[src/hw/rtl/rau_pkg.sv]
// ----------------------------------------------------------------------------
// rau_pkg
// Shared types and constants for the rational arithmetic unit.
// ----------------------------------------------------------------------------
`default_nettype none

package rau_pkg;

  localparam int unsigned DefValueWidth = 32;

  typedef enum logic [1:0] {
    OP_ADD = 2'd0,
    OP_SUB = 2'd1,
    OP_MUL = 2'd2,
    OP_DIV = 2'd3
  } rau_op_e;

  typedef enum logic [1:0] {
    STS_OK   = 2'd0,
    STS_DIV0 = 2'd1,
    STS_OVF  = 2'd2
  } rau_status_e;

  typedef enum logic [3:0] {
    S_IDLE,
    S_MUL0,
    S_MUL1,
    S_MUL2,
    S_NORM,
    S_GCD,
    S_DIV,
    S_FIN,
    S_DONE
  } rau_state_e;

endpackage

`default_nettype wire

[src/hw/rtl/rau_in_if.sv]
// ----------------------------------------------------------------------------
// rau_in_if
// Operand channel: operation and two fractions, valid/ready handshake.
// ----------------------------------------------------------------------------
`default_nettype none

interface rau_in_if #(
  parameter int unsigned W = 32
);
  logic         valid;
  logic         ready;
  logic [1:0]   operation;
  logic [W-1:0] a_numerator;
  logic [W-2:0] a_denominator;
  logic [W-1:0] b_numerator;
  logic [W-2:0] b_denominator;

  modport source (
    output valid, operation, a_numerator, a_denominator, b_numerator, b_denominator,
    input  ready
  );
  modport sink (
    input  valid, operation, a_numerator, a_denominator, b_numerator, b_denominator,
    output ready
  );
endinterface

`default_nettype wire

[src/hw/rtl/rau_out_if.sv]
// ----------------------------------------------------------------------------
// rau_out_if
// Result channel: reduced fraction and status, valid/ready handshake.
// ----------------------------------------------------------------------------
`default_nettype none

interface rau_out_if #(
  parameter int unsigned W = 32
);
  logic         valid;
  logic         ready;
  logic [W-1:0] result_numerator;
  logic [W-2:0] result_denominator;
  logic [1:0]   status;

  modport source (
    output valid, result_numerator, result_denominator, status,
    input  ready
  );
  modport sink (
    input  valid, result_numerator, result_denominator, status,
    output ready
  );
endinterface

`default_nettype wire

[src/hw/rtl/rau_seq.sv]
// ----------------------------------------------------------------------------
// rau_seq
// Sequencer around one shared multiplier, a binary gcd loop and a
// two-lane restoring divider that reduces the raw fraction.
// ----------------------------------------------------------------------------
`default_nettype none

module rau_seq
  import rau_pkg::*;
#(
  parameter int unsigned W = DefValueWidth
) (
  input  wire logic         clk_i,
  input  wire logic         rst_ni,
  input  wire logic         start_i,
  input  wire logic [1:0]   op_i,
  input  wire logic [W-1:0] an_i,
  input  wire logic [W-2:0] ad_i,
  input  wire logic [W-1:0] bn_i,
  input  wire logic [W-2:0] bd_i,
  output logic              idle_o,
  output logic              done_valid_o,
  input  wire logic         done_ready_i,
  output logic [W-1:0]      res_num_o,
  output logic [W-2:0]      res_den_o,
  output logic [1:0]        res_status_o
);

  localparam int unsigned DW = 2 * W;
  localparam int unsigned CW = $clog2(DW);
  localparam int unsigned KW = CW + 1;
  localparam logic [CW-1:0] LastCnt = CW'(DW - 1);
  localparam logic [DW-1:0] Lim = DW'(1) << (W - 1);

  rau_state_e state_q, state_d;

  rau_op_e       op_q;
  logic [W-1:0]  an_q, bn_q;
  logic [W-2:0]  ad_q, bd_q;
  logic [DW-1:0] p_q, p_d;
  logic signed [DW:0] acc_q, acc_d;
  logic [DW-1:0] nm_q, nm_d, dm_q, dm_d;
  logic          neg_q, neg_d;
  logic [DW-1:0] u_q, u_d, v_q, v_d, g_q, g_d;
  logic [KW-1:0] k_q, k_d;
  logic [DW-1:0] rn_q, rn_d, rd_q, rd_d;
  logic [CW-1:0] cnt_q, cnt_d;
  logic [W-1:0]  num_q, num_d;
  logic [W-2:0]  den_q, den_d;
  logic [1:0]    sts_q, sts_d;

  logic          bad_in;
  logic [W-1:0]  an_mag, bn_mag, mul_a, mul_b;
  logic [DW-1:0] prod;
  logic          an_neg, bn_neg, term_neg;
  logic signed [DW:0] term;
  logic [DW-1:0] acc_mag;
  logic [DW:0]   tn, td;
  logic          qn_bit, qd_bit;
  logic          ovf;

  assign bad_in = (ad_i == '0) || (bd_i == '0) ||
                  ((rau_op_e'(op_i) == OP_DIV) && (bn_i == '0));

  assign an_neg = an_q[W-1];
  assign bn_neg = bn_q[W-1];
  assign an_mag = an_neg ? (-an_q) : an_q;
  assign bn_mag = bn_neg ? (-bn_q) : bn_q;
  assign prod   = DW'(mul_a) * DW'(mul_b);
  assign acc_mag = acc_q[DW] ? DW'(-acc_q) : acc_q[DW-1:0];
  assign term   = term_neg ? -$signed({1'b0, p_q}) : $signed({1'b0, p_q});

  assign tn     = {rn_q, nm_q[DW-1]};
  assign td     = {rd_q, dm_q[DW-1]};
  assign qn_bit = tn >= {1'b0, g_q};
  assign qd_bit = td >= {1'b0, g_q};

  assign ovf = (dm_q > Lim - DW'(1)) ||
               (neg_q ? (nm_q > Lim) : (nm_q > Lim - DW'(1)));

  // next state
  always_comb begin
    state_d = state_q;
    unique case (state_q)
      S_IDLE: if (start_i) state_d = bad_in ? S_DONE : S_MUL0;
      S_MUL0: state_d = S_MUL1;
      S_MUL1: state_d = S_MUL2;
      S_MUL2: state_d = S_NORM;
      S_NORM: state_d = (acc_mag == '0) ? S_DONE : S_GCD;
      S_GCD:  if (u_q == v_q) state_d = S_DIV;
      S_DIV:  if (cnt_q == LastCnt) state_d = S_FIN;
      S_FIN:  state_d = S_DONE;
      S_DONE: if (done_ready_i) state_d = S_IDLE;
      default: state_d = S_IDLE;
    endcase
  end

  // datapath
  always_comb begin
    p_d = p_q; acc_d = acc_q; nm_d = nm_q; dm_d = dm_q; neg_d = neg_q;
    u_d = u_q; v_d = v_q; g_d = g_q; k_d = k_q;
    rn_d = rn_q; rd_d = rd_q; cnt_d = cnt_q;
    num_d = num_q; den_d = den_q; sts_d = sts_q;
    mul_a = an_mag;
    mul_b = {1'b0, bd_q};
    term_neg = 1'b0;
    unique case (state_q)
      S_IDLE: begin
        num_d = '0;
        den_d = (W-1)'(1);
        sts_d = STS_DIV0;
      end
      S_MUL0: begin
        mul_a = an_mag;
        mul_b = (op_q == OP_MUL) ? bn_mag : {1'b0, bd_q};
        p_d   = prod;
      end
      S_MUL1: begin
        term_neg = an_neg ^ ((op_q == OP_MUL) || (op_q == OP_DIV) ? bn_neg : 1'b0);
        acc_d = term;
        mul_a = bn_mag;
        mul_b = {1'b0, ad_q};
        p_d   = prod;
      end
      S_MUL2: begin
        term_neg = bn_neg ^ (op_q == OP_SUB);
        if ((op_q == OP_ADD) || (op_q == OP_SUB)) acc_d = acc_q + term;
        mul_a = {1'b0, ad_q};
        mul_b = (op_q == OP_DIV) ? bn_mag : {1'b0, bd_q};
        p_d   = prod;
      end
      S_NORM: begin
        nm_d  = acc_mag;
        dm_d  = p_q;
        neg_d = acc_q[DW];
        u_d   = acc_mag;
        v_d   = p_q;
        k_d   = '0;
        num_d = '0;
        den_d = (W-1)'(1);
        sts_d = STS_OK;
      end
      S_GCD: begin
        priority if (u_q == v_q) begin
          g_d   = u_q << k_q;
          rn_d  = '0;
          rd_d  = '0;
          cnt_d = '0;
        end else if (!u_q[0] && !v_q[0]) begin
          u_d = u_q >> 1;
          v_d = v_q >> 1;
          k_d = k_q + KW'(1);
        end else if (!u_q[0]) begin
          u_d = u_q >> 1;
        end else if (!v_q[0]) begin
          v_d = v_q >> 1;
        end else if (u_q > v_q) begin
          u_d = u_q - v_q;
        end else begin
          v_d = v_q - u_q;
        end
      end
      S_DIV: begin
        rn_d  = qn_bit ? DW'(tn - {1'b0, g_q}) : tn[DW-1:0];
        rd_d  = qd_bit ? DW'(td - {1'b0, g_q}) : td[DW-1:0];
        nm_d  = {nm_q[DW-2:0], qn_bit};
        dm_d  = {dm_q[DW-2:0], qd_bit};
        cnt_d = cnt_q + CW'(1);
      end
      S_FIN: begin
        if (ovf) begin
          num_d = '0;
          den_d = (W-1)'(1);
          sts_d = STS_OVF;
        end else begin
          num_d = neg_q ? W'(-nm_q) : nm_q[W-1:0];
          den_d = dm_q[W-2:0];
          sts_d = STS_OK;
        end
      end
      S_DONE: ;
      default: ;
    endcase
  end

  always_ff @(posedge clk_i or negedge rst_ni) begin
    if (!rst_ni) begin
      state_q <= S_IDLE;
    end else begin
      state_q <= state_d;
    end
  end

  always_ff @(posedge clk_i) begin
    if (start_i && (state_q == S_IDLE)) begin
      op_q <= rau_op_e'(op_i);
      an_q <= an_i;
      ad_q <= ad_i;
      bn_q <= bn_i;
      bd_q <= bd_i;
    end
    p_q <= p_d; acc_q <= acc_d; nm_q <= nm_d; dm_q <= dm_d; neg_q <= neg_d;
    u_q <= u_d; v_q <= v_d; g_q <= g_d; k_q <= k_d;
    rn_q <= rn_d; rd_q <= rd_d; cnt_q <= cnt_d;
    num_q <= num_d; den_q <= den_d; sts_q <= sts_d;
  end

  assign idle_o       = (state_q == S_IDLE);
  assign done_valid_o = (state_q == S_DONE);
  assign res_num_o    = num_q;
  assign res_den_o    = den_q;
  assign res_status_o = sts_q;

`ifndef SYNTH
  a_gcd_nonzero: assert property (@(posedge clk_i) disable iff (!rst_ni)
    (state_q == S_GCD) |-> ((u_q != '0) && (v_q != '0)))
    else $error("gcd operand reached zero");
  a_div_nonzero: assert property (@(posedge clk_i) disable iff (!rst_ni)
    (state_q == S_DIV) |-> (g_q != '0))
    else $error("divide by zero gcd");
  a_start_busy: assert property (@(posedge clk_i) disable iff (!rst_ni)
    (start_i && idle_o) |=> !idle_o)
    else $error("start not taken");
  a_done_hold: assert property (@(posedge clk_i) disable iff (!rst_ni)
    (done_valid_o && !done_ready_i) |=> (done_valid_o && $stable(res_num_o) &&
      $stable(res_den_o) && $stable(res_status_o)))
    else $error("result changed while held");
`endif

endmodule

`default_nettype wire

[src/hw/rtl/rational_arithmetic_unit_core.sv]
// ----------------------------------------------------------------------------
// rational_arithmetic_unit_core
// Add, subtract, multiply or divide two fractions and reduce the result.
// ----------------------------------------------------------------------------
// flow: bad operands go straight to the result beat, a zero result skips the
// gcd and the divider, any other result runs the binary gcd loop, then the divider
// throughput: one beat at a time, ready only while the sequencer is idle
// reset: asynchronous active low, clears the sequencer and the output valid
`default_nettype none

module rational_arithmetic_unit_core
  import rau_pkg::*;
#(
  parameter int unsigned VALUE_WIDTH = DefValueWidth
) (
  input  wire logic clk_i,
  input  wire logic rst_ni,
  rau_in_if.sink    in_i,
  rau_out_if.source out_o
);

  logic                   idle, start, done_valid, done_ready;
  logic [VALUE_WIDTH-1:0] res_num;
  logic [VALUE_WIDTH-2:0] res_den;
  logic [1:0]             res_status;

  logic                   out_valid_q;
  logic [VALUE_WIDTH-1:0] out_num_q;
  logic [VALUE_WIDTH-2:0] out_den_q;
  logic [1:0]             out_sts_q;

  assign in_i.ready = idle;
  assign start      = in_i.valid && idle;
  assign done_ready = !out_valid_q || out_o.ready;

  rau_seq #(
    .W (VALUE_WIDTH)
  ) u_seq (
    .clk_i        (clk_i),
    .rst_ni       (rst_ni),
    .start_i      (start),
    .op_i         (in_i.operation),
    .an_i         (in_i.a_numerator),
    .ad_i         (in_i.a_denominator),
    .bn_i         (in_i.b_numerator),
    .bd_i         (in_i.b_denominator),
    .idle_o       (idle),
    .done_valid_o (done_valid),
    .done_ready_i (done_ready),
    .res_num_o    (res_num),
    .res_den_o    (res_den),
    .res_status_o (res_status)
  );

  always_ff @(posedge clk_i or negedge rst_ni) begin
    if (!rst_ni) begin
      out_valid_q <= 1'b0;
    end else if (done_ready) begin
      out_valid_q <= done_valid;
    end
  end

  always_ff @(posedge clk_i) begin
    if (done_ready && done_valid) begin
      out_num_q <= res_num;
      out_den_q <= res_den;
      out_sts_q <= res_status;
    end
  end

  assign out_o.valid              = out_valid_q;
  assign out_o.result_numerator   = out_num_q;
  assign out_o.result_denominator = out_den_q;
  assign out_o.status             = out_sts_q;

endmodule

`default_nettype wire

[src/flat_wrapper.sv]
// flat-port wrapper written by rule: the top's interface ports become plain ports
module rational_arithmetic_unit_core_flat import rau_pkg::*;
#(
  parameter int unsigned VALUE_WIDTH = DefValueWidth
)
  (clk_i, rst_ni, in_i_valid, in_i_operation, in_i_a_numerator, in_i_a_denominator, in_i_b_numerator, in_i_b_denominator, in_i_ready, out_o_valid, out_o_result_numerator, out_o_result_denominator, out_o_status, out_o_ready);
  rau_in_if #(.W(32)) in_i_i ();
  rau_out_if #(.W(32)) out_o_i ();
  input  wire logic clk_i;
  input  wire logic rst_ni;
  input wire logic [$bits(in_i_i.valid)-1:0] in_i_valid;
  input wire logic [$bits(in_i_i.operation)-1:0] in_i_operation;
  input wire logic [$bits(in_i_i.a_numerator)-1:0] in_i_a_numerator;
  input wire logic [$bits(in_i_i.a_denominator)-1:0] in_i_a_denominator;
  input wire logic [$bits(in_i_i.b_numerator)-1:0] in_i_b_numerator;
  input wire logic [$bits(in_i_i.b_denominator)-1:0] in_i_b_denominator;
  output wire logic [$bits(in_i_i.ready)-1:0] in_i_ready;
  output wire logic [$bits(out_o_i.valid)-1:0] out_o_valid;
  output wire logic [$bits(out_o_i.result_numerator)-1:0] out_o_result_numerator;
  output wire logic [$bits(out_o_i.result_denominator)-1:0] out_o_result_denominator;
  output wire logic [$bits(out_o_i.status)-1:0] out_o_status;
  input wire logic [$bits(out_o_i.ready)-1:0] out_o_ready;
  assign in_i_i.valid = in_i_valid;
  assign in_i_i.operation = in_i_operation;
  assign in_i_i.a_numerator = in_i_a_numerator;
  assign in_i_i.a_denominator = in_i_a_denominator;
  assign in_i_i.b_numerator = in_i_b_numerator;
  assign in_i_i.b_denominator = in_i_b_denominator;
  assign in_i_ready = in_i_i.ready;
  assign out_o_valid = out_o_i.valid;
  assign out_o_result_numerator = out_o_i.result_numerator;
  assign out_o_result_denominator = out_o_i.result_denominator;
  assign out_o_status = out_o_i.status;
  assign out_o_i.ready = out_o_ready;
  rational_arithmetic_unit_core #(.VALUE_WIDTH(VALUE_WIDTH)) u_core (.clk_i(clk_i), .rst_ni(rst_ni), .in_i(in_i_i), .out_o(out_o_i));
endmodule
[config.mk]
export PLATFORM = sky130hd
export DESIGN_NAME = rational_arithmetic_unit_core_flat
export DESIGN_NICKNAME = d
export VERILOG_FILES = /design/src/hw/rtl/rau_pkg.sv /design/src/hw/rtl/rau_in_if.sv /design/src/hw/rtl/rau_out_if.sv /design/src/hw/rtl/rau_seq.sv /design/src/hw/rtl/rational_arithmetic_unit_core.sv /design/src/flat_wrapper.sv
export SDC_FILE = /design/constraint.sdc
export NUM_CORES = 2
export LEC_CHECK = 0
export ABC_CLOCK_PERIOD_IN_PS = 15050
export BUFFER_PORTS_ARGS = -buffer_cell sky130_fd_sc_hd__buf_2
export CAP_MARGIN = 20
export CORE_ASPECT_RATIO = 1.4
export CORE_MARGIN = 10
export CORE_UTILIZATION = 45
export CTS_CLUSTER_SIZE = 25
export DETAILED_ROUTE_END_ITERATION = 7
export PLACE_DENSITY = 0.71
export SLEW_MARGIN = 10
export SYNTH_ARGS = -nofsm -noshare
export SYNTH_HDL_FRONTEND = slang
export SYNTH_SLANG_ARGS = --single-unit
[constraint.sdc]
create_clock -name clk_i -period 15.05 [get_ports clk_i]
set_clock_uncertainty 0.15 [all_clocks]
set_input_delay 0.7525 -clock clk_i [delete_from_list [all_inputs] [get_ports clk_i]]
set_output_delay 0.7525 -clock clk_i [all_outputs]
set_load 0.05 [all_outputs]
Word-level counts from Yosys, hierarchy flattened:

Cells that the tools add are included.

* memories kept: 0
* ROM bits: 0
* output and inout bits: 67
* logic and storage cells: 162
* bits in latches: 0
* register bits: 854
* bits in writable memories: 0

* divide/modulo/power cells: 0
* shift operators: 1
* $lt $le $gt $ge: 6
* $add $sub $neg: 12
* equal/unequal tests: 25
* multiply operators: 1
* bitwise gates (word level): 2
* mux-type cells: 51
* reductions and logical operators: 37

Operators by type and width (count)
* 64-bit two-way mux: 14
* 64-bit case mux with 2 select lines: 6
* 64-bit subtractor: 4
* 32-bit two-way mux: 6
* 65-bit by 64-bit greater-or-equal comparator with 1-bit output: 2
* 65-bit two-way mux: 2
* 65-bit case mux with 2 select lines: 1
* 64-bit by 31-bit greater-than comparator with 1-bit output (second input constant): 2
* 32-bit case mux with 2 select lines: 2
* 32-bit negation: 3
* 32-bit case mux with 3 select lines: 1
* 65-bit adder: 1
* 64-bit negation with 65-bit output: 1
* 64-bit equality test: 1
* 64-bit by 32-bit greater-than comparator with 1-bit output (second input constant): 1
* 64-bit greater-than comparator: 1
* 64-bit logical NOT: 1
* 32-bit by 32-bit multiplier with 64-bit output: 1
* 64-bit negation: 1
* 64-bit by 7-bit << shifter with 64-bit output: 1
* 31-bit logical NOT: 2
* 31-bit case mux with 2 select lines: 1
* 4-bit case mux with 9 select lines: 1
* 32-bit logical NOT: 1
* 35 further kinds: 78

Longest topological paths before layout:

* word-level depth: 9
* gate-level depth with buffers: 42
* mapped depth without buffers: 40

Hierarchy:

Synthesis repeated with hierarchy kept, for this count alone.

* cells, all modules: 10653
* area, all modules: 94560.7 sq um

By module, submodules not included
* rau_seq: times used 1, cells each 10583, area an instance 92548.8 sq um
* rational_arithmetic_unit_core: times used 1, cells each 70, area an instance 2011.9 sq um

Worst setup path after synthesis:

Ideal clock, no wire load.

* kind: register to register
* from: reg u_core.u_seq.u_q[26]
* to: reg u_core.u_seq.cnt_q[0] (enable)
* setup slack: 2575 ps
* data arrival time: 11513 ps
* required time: 14088 ps
* setup time: 812 ps
* clock period less this slack: 12475 ps
* cell stages (with the launch flop): 12
* cell sequence: edfxtp_1 -> inv_1 -> ha_1 -> clkbuf_1 -> and2_0 -> clkbuf_1 -> and3_1 -> nand2_1 -> nor4_1 -> and4_1 -> inv_1 -> o21ai_0

* word-level cells in the longest chain between the ends: 3

Ends and longest elaborated chain
* from (decl): RTL line rau_seq.sv:44 `logic [DW-1:0] u_q, u_d, v_q, v_d, g_q, g_d;`
* from (signal assigned): RTL line rau_seq.sv:203 `u_q <= u_d; v_q <= v_d; g_q <= g_d; k_q <= k_d;`
* 64-bit equality test: RTL line rau_seq.sv:144 `priority if (u_q == v_q) begin`
* 2-bit != test (no source line)
* 2-bit AND reduction (no source line)
* to (signal assigned): RTL line rau_seq.sv:204 `rn_q <= rn_d; rd_q <= rd_d; cnt_q <= cnt_d;`
* to (decl): RTL line rau_seq.sv:47 `logic [CW-1:0] cnt_q, cnt_d;`

Every way passes these cells.
A chain may end at the register's enable or synchronous reset.

Final worst setup path:

* from: reg u_core.u_seq.state_q[0]
* to: reg u_core.u_seq.p_q[63], data pin

* word-level cells in the longest chain between the ends: 3

Ends and longest elaborated chain
* from (decl): RTL line rau_seq.sv:35 `rau_state_e state_q, state_d;`
* from (signal assigned): RTL line rau_seq.sv:190 `state_q <= state_d;`
* 4-bit by 2-bit equality test with 1-bit output / 4-bit by 1-bit equality test with 1-bit output (equally long branches): RTL line rau_seq.sv:107 `unique case (state_q)`
* 32-bit case mux with 3 select lines / 32-bit case mux with 2 select lines (equally long branches): RTL line rau_seq.sv:107
* 32-bit by 32-bit multiplier with 64-bit output *: RTL line rau_seq.sv:69 `assign prod = DW'(mul_a) * DW'(mul_b);`
* net u_core.u_seq.prod[63]: RTL line rau_seq.sv:54 `logic [DW-1:0] prod;`
* to (signal assigned): RTL line rau_seq.sv:202 `p_q <= p_d; acc_q <= acc_d; nm_q <= nm_d; dm_q <= dm_d; neg_q <= neg_d;`
* to (decl): RTL line rau_seq.sv:40 `logic [DW-1:0] p_q, p_d;`

Mark *: on every way through the listed nets, which the timed path passes. The rest lies on a longest branch.

==> flow_metrics.env <==
export IMPL_outcome="finished, violations left"
export IMPL_failed_checks="design-rule violations"
export IMPL_synth_area_leaders="edfxtp_1, fa_1, ha_1, nand2_1, inv_1"
export IMPL_holdPathStages=1
export IMPL_yosysWarnings=0
export IMPL_synth_top_area_cell="edfxtp_1"
export IMPL_rows=198
export IMPL_ant_nets=0
export IMPL_synth_seq_cells=854
export IMPL_slew_headroom=0.110
export IMPL_arrival_ns=12.65
export IMPL_synth_fa_ha_area_frac=0.269
export IMPL_max_clock_path_buffers=3
export IMPL_synthFlopType="edfxtp_1"
export IMPL_period_share=0.818
export IMPL_grtUsageTotal=0.304
export IMPL_maxCapViolations=0
export IMPL_cts_sinks=854
export IMPL_drt_iter0_markers=7339
export IMPL_routedWlPerCell_um=26.6
export IMPL_ios=199
export IMPL_critPathLaunchType="register"
export IMPL_drive_above_1_share=0.0682
export IMPL_num_vias=81200
export IMPL_cts_resized=0
export IMPL_crit_type="reg -> reg"
export IMPL_dp_hpwl_um=280000
export IMPL_dieHeight_um=562
export IMPL_start_util=0.453
export IMPL_drc=1
export IMPL_synth_area_mm2=0.0944
export IMPL_numCtsBuffers=96
export IMPL_drt_total_wl_um=356000
export IMPL_fin_ws_ns=2.74
export IMPL_grt_pass1_wl_um=524000
export IMPL_ys_types=94
export IMPL_hold_viol_final=0
export IMPL_cts_max_level=3
export IMPL_syn_inst=10500
export IMPL_period_minus_slack_ns=12.31
export IMPL_antenna_found_initial=2
export IMPL_synth_edf_count=849
export IMPL_synth_avg_cell_area_um2=8.98
export IMPL_fmax_mhz=81.2
export IMPL_dpl_worst_slack_ns=2.85
export IMPL_clock_latency_ns=0.79
export IMPL_async_reset_ff_frac=0.00585
export IMPL_slowest_stage="nand2_1"
export IMPL_max_stage_delay_ns=0.87
export IMPL_grt_overflow=0
export IMPL_synthMuxAreaShare=0.0287
export IMPL_worstPathMaxFanout=23
export IMPL_ir_worst_vdd_v=0.0000940
export IMPL_worstRegToRegCells=30
export IMPL_first_pass_iters=8
export IMPL_cellPowerDensity_mw_per_mm2=49.5
export IMPL_grt_start_max_net_pins=87
export IMPL_crit_top_cell="fa_1"
export IMPL_via_per_inst=6.07
export IMPL_setup_viol=0
export IMPL_ys_seq_area_frac=0.271
export IMPL_nets=12100
export IMPL_syn_nets=12100
export IMPL_synth_xor_xnor_area_share=0.0536
export IMPL_final_max_slew_viol_count=0
export IMPL_fin_tns_setup_ns=0
export IMPL_power_leakage_uw=0.0446
export IMPL_numPortBuffers=198
export IMPL_grt_pass1_vias=84700
export IMPL_critPathRequiredTime_ns=15.38
export IMPL_hold_path_class="in -> reg"
export IMPL_rsz0062_at_grt="no"
export IMPL_root_buffer="clkbuf_16"
export IMPL_synth_top_family_by_area="adder cells"
export IMPL_tritoncts="built"
export IMPL_dieArea_mm2=0.229
export IMPL_fp_dieW_um=407
export IMPL_core_mm2=0.208
export IMPL_gp_congestion=1.04
export IMPL_syn_to_final_growth_pct=8.52
export IMPL_synthSimpleGateAreaFrac=0.153
export IMPL_finalPower_uw=5070
export IMPL_clk_pin_slew_ns=0.06
export IMPL_netlist_area_leader_share=0.270
export IMPL_synth_compound_area_frac=0.151
export IMPL_cp_end_kind="register"
export IMPL_worstMarginPinSlew_ns=1.33
==> state kept, by name, indices dropped and copies added, names as in the netlist, 64 cells and up <==
| name | flops |
|---|---|
| u_core.u_seq.acc_q | 65 |
| u_core.u_seq.dm_q | 64 |
| u_core.u_seq.g_q | 64 |
| u_core.u_seq.nm_q | 64 |
| u_core.u_seq.p_q | 64 |
| u_core.u_seq.rd_q | 64 |
| u_core.u_seq.rn_q | 64 |
| u_core.u_seq.u_q | 64 |
| u_core.u_seq.v_q | 64 |
==> stage by stage <==
step	instances	hold slack, ns	util	cell area [µm²]
3_5_place_dp	13100	0.255	0.473	98500
6_report	13400	0.0265	0.492	102000
2_1_floorplan	10500	0.250	-	94400
4_1_cts	13400	0.000152	0.491	102000
3_3_place_gp	13100	0.255	0.472	98400
5_1_grt	13400	0.0101	0.492	102000
==> timing repair <==
action	CTS	global route
hold buffers	62	0
hold endpoints to repair	66	0
setup buffers	0	0
==> cell families after synthesis <==
kind of cell / count (synthesis)
multiplexers: 213
flip-flops: 854
buffers and inverters: 1820
AO/OA/AOI/OAI: 2241
AND/OR/NAND/NOR: 3316
XOR/XNOR: 577
adder cells (fa/ha/maj): 1491
==> synthesized netlist by cell type (25+ instances only) <==
cell / instances
inv_1: 1246
a21oi_1: 735
a21o_1: 249
nor2b_1: 45
a211oi_1: 69
o31ai_1: 82
nor3_1: 107
a31oi_1: 79
nand4_1: 112
clkbuf_1: 493
o22ai_1: 41
nand2b_1: 59
xor2_1: 254
a221oi_1: 92
nand3_1: 105
or4_1: 37
or3_1: 56
xnor2_1: 322
fa_1: 901
o21bai_1: 96
a21boi_0: 25
o41ai_1: 44
edfxtp_1: 849
buf_1: 50
buf_2: 25
ha_1: 590
mux2i_1: 160
o21a_1: 67
nand2_1: 1278
and3_1: 68
nor4_1: 78
o21ai_0: 420
o211ai_1: 26
nor2_1: 1215
mux4_2: 45
and2_1: 81
==> area by class of cell <==
type	count	area [µm²]
repair buffers	454	3130
multi-input cells	7838	62300
fillers	19400	106000
diodes	3	7.51
clock inverters	69	756
inverters	1251	4700
well taps	2800	3500
flip-flops and latches	854	25600
clock buffers	108	2460
==> worst max-delay path: cells and delay by family (launching register included) <==
family | cells | cell delay [ns]
flops | 1 | 0.77
compound gates | 8 | 2.07
fa+ha+maj | 9 | 4.49
simple gates | 8 | 2.95
xor+xnor | 1 | 0.14
buf+inv | 4 | 1.40
==> placed cells by master, fill, tap and decap left out, drive strengths merged, types with 25 or more instances in the layout <==
cell type and instances:
edfxtp 849, dlygate4sd3 62, xor2 255, and3 68, nand3 105, a21o 249
nand2 1278, nor4 80, a21oi 737, mux2i 160, nor2 1216, nand4 112
or3 58, o31ai 84, a221oi 92, o22ai 41, fa 901, o211ai 26
nor2b 45, nor3 107, xnor2 322, or4 42, buf 391, o41ai 44
clkbuf 109, ha 590, o21a 67, and2 86, mux4 45, a211oi 69
a21boi 25, o21bai 96, o21ai 432, inv 1254, nand2b 60, a31oi 79
clkinv 48
==> per-layer routing <==
layer	global-route usage	part of all wire
met5	0	0
met4	0.271	0.11
met3	0.0531	0.074
met2	0.533	0.49
met1	0.306	0.32
==> path summary, 6_finish.rpt <==
path | start | end | slack, ns
setup / recovery | u_core.u_seq.state_q[0]$_DFFE_PN0P_ | u_core.u_seq.p_q[63]$_DFFE_PP_ | 2.74
hold / removal | in_i_b_denominator[14] | u_core.u_seq.bd_q[14]$_DFFE_PP_ | 0.03
setup reg to reg | u_core.u_seq.state_q[0]$_DFFE_PN0P_ | u_core.u_seq.p_q[63]$_DFFE_PP_ | 2.74
hold reg to reg | u_core.u_seq.res_num_o[25]$_SDFFCE_PP0P_ | u_core.out_o.result_numerator[25]$_DFFE_PP_ | 0.26
max in group asynchronous | rst_ni | u_core.u_seq.state_q[1]$_DFFE_PN0P_ | 14.34
min in group asynchronous | rst_ni | u_core.out_o.valid$_DFFE_PN0P_ | 0.23
==> power by group <==
group | total (µW) | switching (µW) | internal [µW]
sequential | 2580 | 0.00000000000000939 | 2580
combinational | 40.0 | 16.5 | 23.4
clock | 2450 | 1110 | 1330
total | 5070 | 1130 | 3940
No activity file was read; power rests on OpenSTA's default activity.
